**src/design/mera_pkg.sv**
```systemverilog
package mera_pkg;

    localparam int MAX_N_DEF   = 64;
    localparam int GRID_W      = 7;
    localparam int AREA_W      = 13;
    localparam int GRID_RESET  = 64;
    localparam int IN_TDATA_W  = 8;
    localparam int OUT_TDATA_W = 16;

    typedef struct packed {
        logic shift;
        logic clear;
    } t_hgt_ctl;

    typedef struct packed {
        logic push;
        logic pop;
    } t_stk_ctl;

endpackage

```
**src/design/max_empty_rectangle_area_unit.sv**
```systemverilog
// Each cell transfer passes an accept cycle, then stack steps that pop one entry each, and a
// last stack step that pushes the new column height.
// At each row end a flush pops the remaining stack entries while the height ring
// rotates back into place.
// The area leaves through an output register in the cycle after the last flush step of the last row.
// Reset clears heights, counts, stack depth and best area and sets the grid size to 64.
module max_empty_rectangle_area_unit #(
    parameter int MAX_N = mera_pkg::MAX_N_DEF
) (
    input  logic                                i_clk,
    input  logic                                i_rst_n,
    input  logic                                i_cfg_we,
    input  logic [mera_pkg::GRID_W-1:0]         i_cfg_wdata,
    input  logic                                s_axis_tvalid,
    output logic                                s_axis_tready,
    // Bit 0: cell_req. Bits 7:1: zero.
    input  logic [mera_pkg::IN_TDATA_W-1:0]     s_axis_tdata,
    output logic                                m_axis_tvalid,
    input  logic                                m_axis_tready,
    // Bits 12:0: max_area. Bits 15:13: zero.
    output logic [mera_pkg::OUT_TDATA_W-1:0]    m_axis_tdata
);

    localparam int W  = $clog2(MAX_N + 1);
    localparam int AW = mera_pkg::AREA_W;
    localparam int OW = mera_pkg::OUT_TDATA_W;
    localparam int GW = mera_pkg::GRID_W;

    localparam logic [1:0] S_RUN   = 2'd0;
    localparam logic [1:0] S_POP   = 2'd1;
    localparam logic [1:0] S_FLUSH = 2'd2;

    logic [1:0]      r_state, n_state;
    logic [GW-1:0]   r_grid;
    logic [W-1:0]    r_col, n_col;
    logic [W-1:0]    r_row, n_row;
    logic [W-1:0]    r_depth, n_depth;
    logic [W-1:0]    r_cur_h, n_cur_h;
    logic [W-1:0]    r_cur_i, n_cur_i;
    logic [W-1:0]    r_rot, n_rot;
    logic [2*W-1:0]  r_best, n_best;
    logic            r_ovalid, n_ovalid;
    logic [AW-1:0]   r_odata, n_odata;

    logic [W-1:0]    w_n;
    logic [W-1:0]    w_hq [MAX_N];
    logic [W-1:0]    w_head;
    logic [W-1:0]    w_head_in;
    logic [W-1:0]    w_hnew;
    logic [W-1:0]    w_scol [MAX_N+1];
    logic [W-1:0]    w_sh [MAX_N+1];
    logic            w_acc;
    logic            w_pop;
    logic            w_push;
    logic            w_last_row;
    logic            w_fin;
    logic [W-1:0]    w_width;
    logic [2*W-1:0]  w_area;

    mera_pkg::t_hgt_ctl w_hctl;
    mera_pkg::t_stk_ctl w_sctl;

    always_comb begin
        if (r_grid == '0) begin
            w_n = W'(1);
        end else if (32'(r_grid) > 32'(MAX_N)) begin
            w_n = W'(MAX_N);
        end else begin
            w_n = W'(r_grid);
        end
    end

    assign w_head = w_hq[MAX_N-1];
    assign w_acc  = s_axis_tvalid && (r_state == S_RUN);

    always_comb begin
        if (s_axis_tdata[0]) begin
            w_hnew = '0;
        end else if (w_head < w_n) begin
            w_hnew = w_head + W'(1);
        end else begin
            w_hnew = w_head;
        end
    end

    assign w_pop = (r_depth != '0) &&
                   ((r_state == S_FLUSH) || ((r_state == S_POP) && (w_sh[0] >= r_cur_h)));
    assign w_push = (r_state == S_POP) && !w_pop && (32'(r_depth) < 32'(MAX_N));

    assign w_width = (r_depth > W'(1)) ? (r_cur_i - w_scol[1] - W'(1)) : r_cur_i;
    assign w_area  = (2*W)'(w_sh[0]) * (2*W)'(w_width);

    assign w_last_row = (r_row == w_n - W'(1));
    assign w_fin = (r_state == S_FLUSH) && (r_depth == '0) && (r_rot == '0) &&
                   !(w_last_row && r_ovalid && !m_axis_tready);

    assign w_hctl.clear = i_cfg_we || (w_fin && w_last_row);
    assign w_hctl.shift = w_acc || ((r_state == S_FLUSH) && (r_rot != '0));
    assign w_head_in    = (r_state == S_RUN) ? w_hnew : w_head;

    assign w_sctl.push = w_push && !i_cfg_we;
    assign w_sctl.pop  = w_pop && !i_cfg_we;

    assign w_scol[MAX_N] = '0;
    assign w_sh[MAX_N]   = '0;

    for (genvar k = 0; k < MAX_N; k++) begin : g_cells
        logic [W-1:0] w_hin;
        logic [W-1:0] w_acol;
        logic [W-1:0] w_ah;

        if (k == 0) begin : g_first
            assign w_hin  = w_head_in;
            assign w_acol = r_cur_i;
            assign w_ah   = r_cur_h;
        end else begin : g_rest
            assign w_hin  = w_hq[k-1];
            assign w_acol = w_scol[k-1];
            assign w_ah   = w_sh[k-1];
        end

        mera_height_cell #(.W(W)) u_hcell (
            .i_clk   (i_clk),
            .i_rst_n (i_rst_n),
            .i_ctl   (w_hctl),
            .i_h     (w_hin),
            .o_h     (w_hq[k])
        );

        mera_stack_cell #(.W(W)) u_scell (
            .i_clk       (i_clk),
            .i_ctl       (w_sctl),
            .i_above_col (w_acol),
            .i_above_h   (w_ah),
            .i_below_col (w_scol[k+1]),
            .i_below_h   (w_sh[k+1]),
            .o_col       (w_scol[k]),
            .o_h         (w_sh[k])
        );
    end

    always_comb begin
        n_state  = r_state;
        n_col    = r_col;
        n_row    = r_row;
        n_depth  = r_depth;
        n_cur_h  = r_cur_h;
        n_cur_i  = r_cur_i;
        n_rot    = r_rot;
        n_best   = r_best;
        n_ovalid = r_ovalid && !m_axis_tready;
        n_odata  = r_odata;
        case (r_state)
            S_RUN: begin
                if (w_acc) begin
                    n_cur_h = w_hnew;
                    n_cur_i = r_col;
                    n_col   = (r_col == w_n - W'(1)) ? '0 : r_col + W'(1);
                    n_state = S_POP;
                end
            end
            S_POP: begin
                if (w_pop) begin
                    n_depth = r_depth - W'(1);
                    if (w_area > r_best) begin
                        n_best = w_area;
                    end
                end else begin
                    if (w_push) begin
                        n_depth = r_depth + W'(1);
                    end
                    if (r_cur_i == w_n - W'(1)) begin
                        n_cur_h = '0;
                        n_cur_i = w_n;
                        n_rot   = W'(MAX_N) - w_n;
                        n_state = S_FLUSH;
                    end else begin
                        n_state = S_RUN;
                    end
                end
            end
            S_FLUSH: begin
                if (w_pop) begin
                    n_depth = r_depth - W'(1);
                    if (w_area > r_best) begin
                        n_best = w_area;
                    end
                end
                if (r_rot != '0) begin
                    n_rot = r_rot - W'(1);
                end
                if (w_fin) begin
                    n_state = S_RUN;
                    if (w_last_row) begin
                        n_row    = '0;
                        n_best   = '0;
                        n_ovalid = 1'b1;
                        n_odata  = AW'(r_best);
                    end else begin
                        n_row = r_row + W'(1);
                    end
                end
            end
            default: begin
                n_state = S_RUN;
            end
        endcase
    end

    always_ff @(posedge i_clk) begin
        if (!i_rst_n) begin
            r_state  <= S_RUN;
            r_grid   <= GW'(mera_pkg::GRID_RESET);
            r_col    <= '0;
            r_row    <= '0;
            r_depth  <= '0;
            r_rot    <= '0;
            r_best   <= '0;
            r_ovalid <= 1'b0;
        end else if (i_cfg_we) begin
            r_state  <= S_RUN;
            r_grid   <= i_cfg_wdata;
            r_col    <= '0;
            r_row    <= '0;
            r_depth  <= '0;
            r_rot    <= '0;
            r_best   <= '0;
            r_ovalid <= n_ovalid;
        end else begin
            r_state  <= n_state;
            r_col    <= n_col;
            r_row    <= n_row;
            r_depth  <= n_depth;
            r_rot    <= n_rot;
            r_best   <= n_best;
            r_ovalid <= n_ovalid;
        end
    end

    always_ff @(posedge i_clk) begin
        r_cur_h <= n_cur_h;
        r_cur_i <= n_cur_i;
        r_odata <= n_odata;
    end

    assign s_axis_tready = (r_state == S_RUN);
    assign m_axis_tvalid = r_ovalid;
    assign m_axis_tdata  = OW'(r_odata);

    a_depth_bound: assert property (@(posedge i_clk) disable iff (!i_rst_n)
        (r_state == S_RUN) |-> (r_depth <= r_col))
        else $error("stack deeper than the columns of the row so far");

    a_accept_to_pop: assert property (@(posedge i_clk) disable iff (!i_rst_n)
        (w_acc && !i_cfg_we) |=> (r_state == S_POP))
        else $error("accepted cell did not enter the stack step");

    a_flush_drains: assert property (@(posedge i_clk) disable iff (!i_rst_n)
        ((r_state == S_FLUSH) && $past(r_state == S_FLUSH)) |-> (r_depth <= $past(r_depth)))
        else $error("stack grew during the row-end flush");

    a_counts_in_grid: assert property (@(posedge i_clk) disable iff (!i_rst_n)
        (r_state == S_RUN) |-> ((r_row < w_n) && (r_col < w_n)))
        else $error("row or column count beyond the grid size");

endmodule

```
**src/design/mera_height_cell.sv**
```systemverilog
module mera_height_cell #(
    parameter int W = 7
) (
    input  logic              i_clk,
    input  logic              i_rst_n,
    input  mera_pkg::t_hgt_ctl i_ctl,
    input  logic [W-1:0]      i_h,
    output logic [W-1:0]      o_h
);

    logic [W-1:0] r_h;

    always_ff @(posedge i_clk) begin
        if (!i_rst_n) begin
            r_h <= '0;
        end else if (i_ctl.clear) begin
            r_h <= '0;
        end else if (i_ctl.shift) begin
            r_h <= i_h;
        end
    end

    assign o_h = r_h;

endmodule

```
**src/design/mera_stack_cell.sv**
```systemverilog
module mera_stack_cell #(
    parameter int W = 7
) (
    input  logic               i_clk,
    input  mera_pkg::t_stk_ctl i_ctl,
    input  logic [W-1:0]       i_above_col,
    input  logic [W-1:0]       i_above_h,
    input  logic [W-1:0]       i_below_col,
    input  logic [W-1:0]       i_below_h,
    output logic [W-1:0]       o_col,
    output logic [W-1:0]       o_h
);

    logic [W-1:0] r_col;
    logic [W-1:0] r_h;

    always_ff @(posedge i_clk) begin
        if (i_ctl.push) begin
            r_col <= i_above_col;
            r_h   <= i_above_h;
        end else if (i_ctl.pop) begin
            r_col <= i_below_col;
            r_h   <= i_below_h;
        end
    end

    assign o_col = r_col;
    assign o_h   = r_h;

endmodule

```
**config.mk**
```make
export PLATFORM = sky130hd
export DESIGN_NAME = max_empty_rectangle_area_unit
export DESIGN_NICKNAME = d
export VERILOG_FILES = /design/src/design/mera_pkg.sv /design/src/design/max_empty_rectangle_area_unit.sv /design/src/design/mera_height_cell.sv /design/src/design/mera_stack_cell.sv
export SDC_FILE = /design/constraint.sdc
export NUM_CORES = 2
export LEC_CHECK = 0
export BUFFER_PORTS_ARGS = -buffer_cell sky130_fd_sc_hd__buf_2
export CAP_MARGIN = 10
export CORE_MARGIN = 8
export CORE_UTILIZATION = 40
export CTS_BUF_LIST = sky130_fd_sc_hd__clkbuf_4 sky130_fd_sc_hd__clkbuf_8
export DETAILED_ROUTE_END_ITERATION = 7
export PLACE_DENSITY = 0.66
export SETUP_SLACK_MARGIN = 0.1
export SYNTH_ARGS = -nofsm -noshare
export SYNTH_HDL_FRONTEND = slang
export SYNTH_SLANG_ARGS = --single-unit
```
**constraint.sdc**
```tcl
create_clock -name i_clk -period 76.1 [get_ports i_clk]
set_input_delay 3.805 -clock i_clk [delete_from_list [all_inputs] [get_ports i_clk]]
set_output_delay 3.805 -clock i_clk [all_outputs]
set_load 0.1 [all_outputs]
```
==> summary.md <==
| Metric | Value |
|---|---|
| Status | `finished, final reports clean` |
| Hpwl dp | `62.1 mm` |
| Worst vdd ir | `around 0.000018 V` |
| Post-Syn Area | `0.0610 mm²` |
| Flop pwr share | `52.5%` |
| 1st-pass router iterations | `7` |
| Post-route cell area | `0.0667 mm²` |
| Via/cell ratio | `4.89` |
| Fin nets | `6488` |
| EDFF count, synth | `923` |
| Final min period | `8.94 ns` |
| Share of the synthesized area in the top cell type | `45.5%` |
| Critical path capture point type | `flip-flop` |
| Total GRT Usage | `13.0%` |
| Yosys top cell by area | `edfxtp_1` |
| Complex-gate fraction of the synthesized area | `7.13%` |
| FF-to-FF path depth | `31` |
| Post-route setup slack | `67.16 ns` |
| Layout fillers | `approximately 15000` |
| XOR/XNOR Fraction of Synth Area | `0.704%` |
| Post-DP Area | `~0.062 mm²` |
| Fin util | `about 44%` |
| Area occupied by multi-input gates | `0.0211 mm²` |
| Grt ovf | `0` |
| Root Buffer | `clkbuf_8` |
| Largest cells by area after synthesis | `edfxtp_1 45%, nand2_1 22%, dfxtp_1 16%, a21oi_2 2.9%, a21oi_1 2.3%` |
| Antenna Violating Nets Remaining | `0` |
| Final Max Slew Viols | `0` |
| Slowest CP cell | `nor4b_1` |
| Port Buffer Count | `27` |
| Critical path class | `flip-flop to flip-flop` |
| # hold bufs at CTS | `0` |
| Max cap viols | `0` |
| Largest net degree at the start of global routing | `267` |
| Yosys cell types | `75` |
| Routability Congestion | `around 0.77` |
| Ys flop type | `edfxtp_1` |
| Via count | `between 40000 and 50000` |
| Mux share of post-synthesis cell area | `0.371%` |
| Total CTS buffers | `216` |
| First-pass GRT wire length | `about 190 mm` |
| Initial Utilization | `40.2%` |
| Pwr Density | `24.2 mW/mm²` |
| FP Rows | `roughly 140` |
| FF+latch count, synth | `1423` |
| Critical path launch point type | `flip-flop` |
| Die width | `406 µm` |
| WL final | `110 mm` |
| DR DRC count | `0` |
| Setup TNS Final | `0 ns` |
| Final Hold Violating Endpoints | `0` |
| Worst-skew pair later-pin latency | `0.92 ns` |
| H-tree depth | `4` |
| Fraction of registers with async set/reset | `0%` |
| Crit path required time | `76.93 ns` |
| Endpoints failing setup | `0` |
| Post-layout power | `1.61 mW` |
| Avg WL per Cell | `approximately 13 µm` |
| Clock Power Share | `40.6%` |
| Clock slew at reported path FFs | `0.06 ns` |
| Fmax achieved | `between 100 and 150 MHz` |
| Hold Crit Class | `flip-flop to flip-flop` |
| Internal Power | `1.23 mW` |
| Min-Delay Path Depth | `2` |
| Period utilization | `a little under an eighth` |
| Reg area | `0.0377 mm²` |
| Most numerous cell in the Yosys netlist | `nand2_1` |
| Die footprint | `0.165 mm²` |
| Largest family of logic cells by synthesized area | `simple AND/OR/NAND/NOR gates` |
| Setup slack at placement | `66.77 ns` |
| Post-CTS sizing | `0` |
| Warnings, synthesis | `0` |
| Tightest Pin Transition | `roughly 1.4 ns` |
| Initial DRC count | `3284` |
| Syn-to-layout area delta | `9.32%` |
| Avg Cell Area, Syn | `9.45 µm²` |
| Critical path's most frequent cell | `fa_1` |
| Gate power share | `under 10%` |
| P_sw | `0.382 mW` |
| Layout cells sized above 1 | `10.1%` |
| TritonCTS clock tree | `built` |
| Setup slack, reg-to-reg | `67.16 ns` |
| Setup Buffers After CTS | `0` |
| CP Data Arrival Time | `9.78 ns` |
| Simple-Gate Fraction of Synth Area | `23.9%` |
| Worst Skew | `0.0379 ns` |
| IO Pins | `38` |
| Cells after Synth | `6456` |
| Die Y | `406 µm` |
| Sw Ratio | `23.7%` |
| Clock sinks | `1423` |
| RSZ-0062 raised after global routing | `false` |
| Normalized max-slew margin | `6.10%` |
| Critical path peak fanout | `11` |
| CP peak stage delay | `0.84 ns` |
| Sequential share of the synthesized area | `61.9%` |
| Clk buf depth | `3` |
| Vias in the first global route | `41300` |
| Adder-cell share of the synthesized area | `2.40%` |
| Synth top cells by count | `3541 x nand2_1, 923 x edfxtp_1, 500 x dfxtp_1` |
| Core box area | `0.152 mm²` |
| Initial antenna violation count | `3` |
| Leakage | `25.3 nW` |
[per-stage QoR]
stage,hold WS (ns),std cells
after floorplan,0.429,6458
after global placement,0.438,8178
after detailed placement,0.443,8178
after CTS,0.434,8576
after global routing,0.450,8578
final,0.434,8578
[cell families (layout without fill, tap and decap cells)]
group                    count (synthesis)  after routing
buffers and inverters                  445            533
XOR/XNOR                                45             45
flip-flops                            1423           1423
AND/OR/NAND/NOR                       3775           3775
adder cells (fa/ha/maj)                102            102
AO/OA/AOI/OAI                          643            643
multiplexers                            22             22
other                                    1              5
[sequential cells by signal, summed over array words and instances, names as in the netlist]
register	cells
g_cells.u_hcell.o_h	448
g_cells.u_scell.o_col	448
g_cells.u_scell.o_h	448
g_cells.w_acol	7
g_cells.w_ah	7
m_axis_tvalid	1
r_best	14
r_col	7
r_depth	7
r_grid	7
r_odata	13
r_rot	7
r_row	7
r_state	2
[layout make-up]
class	instances	area share, %
antenna	2	0.00751
clock buffer	327	5.96
clock inverter	71	0.833
inverter	73	0.411
multi-input combinational	4590	31.7
sequential	1423	56.6
tap	2030	3.81
timing repair buffer	62	0.709
[critical path: cells and delay by family (launching register included)]
family	cells	cell delay, ns
AO/OA/AOI/OAI	10	1.93
XOR/XNOR	1	0.16
adder cells (fa/ha/maj)	8	3.14
buffers and inverters	4	0.22
flip-flops	1	0.49
AND/OR/NAND/NOR	8	2.92
[final timing paths]
kind / start / endpoint
worst max register to register: g_cells[0].w_acol[0]$_DFFE_PP_ / r_best[6]$_SDFFE_PP0P_
worst max-delay path: g_cells[0].w_acol[0]$_DFFE_PP_ / r_best[6]$_SDFFE_PP0P_
worst min register to register: g_cells[31].u_hcell.o_h[3]$_SDFFE_PP0P_ / g_cells[32].u_hcell.o_h[3]$_SDFFE_PP0P_
worst min-delay path: g_cells[31].u_hcell.o_h[3]$_SDFFE_PP0P_ / g_cells[32].u_hcell.o_h[3]$_SDFFE_PP0P_
[power groups by stage]
stage	sequential, mW	combinational (mW)	clock (mW)
2_1_floorplan	0.906	0.0918	0
3_3_place_gp	0.863	0.111	0
3_5_place_dp	0.863	0.113	0
4_1_cts	0.846	0.113	0.677
5_1_grt	0.848	0.127	0.710
6_report	0.847	0.111	0.655
[placed cells by master (no fill, tap or decap), drive strengths merged, types with 8 or more instances in the layout]
cell and count:
o31ai 9, buf 62, o211ai 8, nand2 3543
dfxtp 500, xnor2 31, a22o 12, and2 48
nor2 61, clkbuf 327, a21oi 477, inv 86
a211oi 11, nand3 27, clkinv 51, a21o 15
xor2 12, nand4 10, edfxtp 923, nor2b 18
nand2b 10, fa 25, or3 8, mux2i 17
ha 77, nor3 21, o21ai 51
[metal layers]
layer | wire (µm) | global-route usage [%]
met3 | 4000 | 2.56
met5 | 0 | 0
met4 | 2120 | 4.12
met2 | 52600 | 22.1
met1 | 51300 | 16.8
Power figures use the tool's default switching activity.
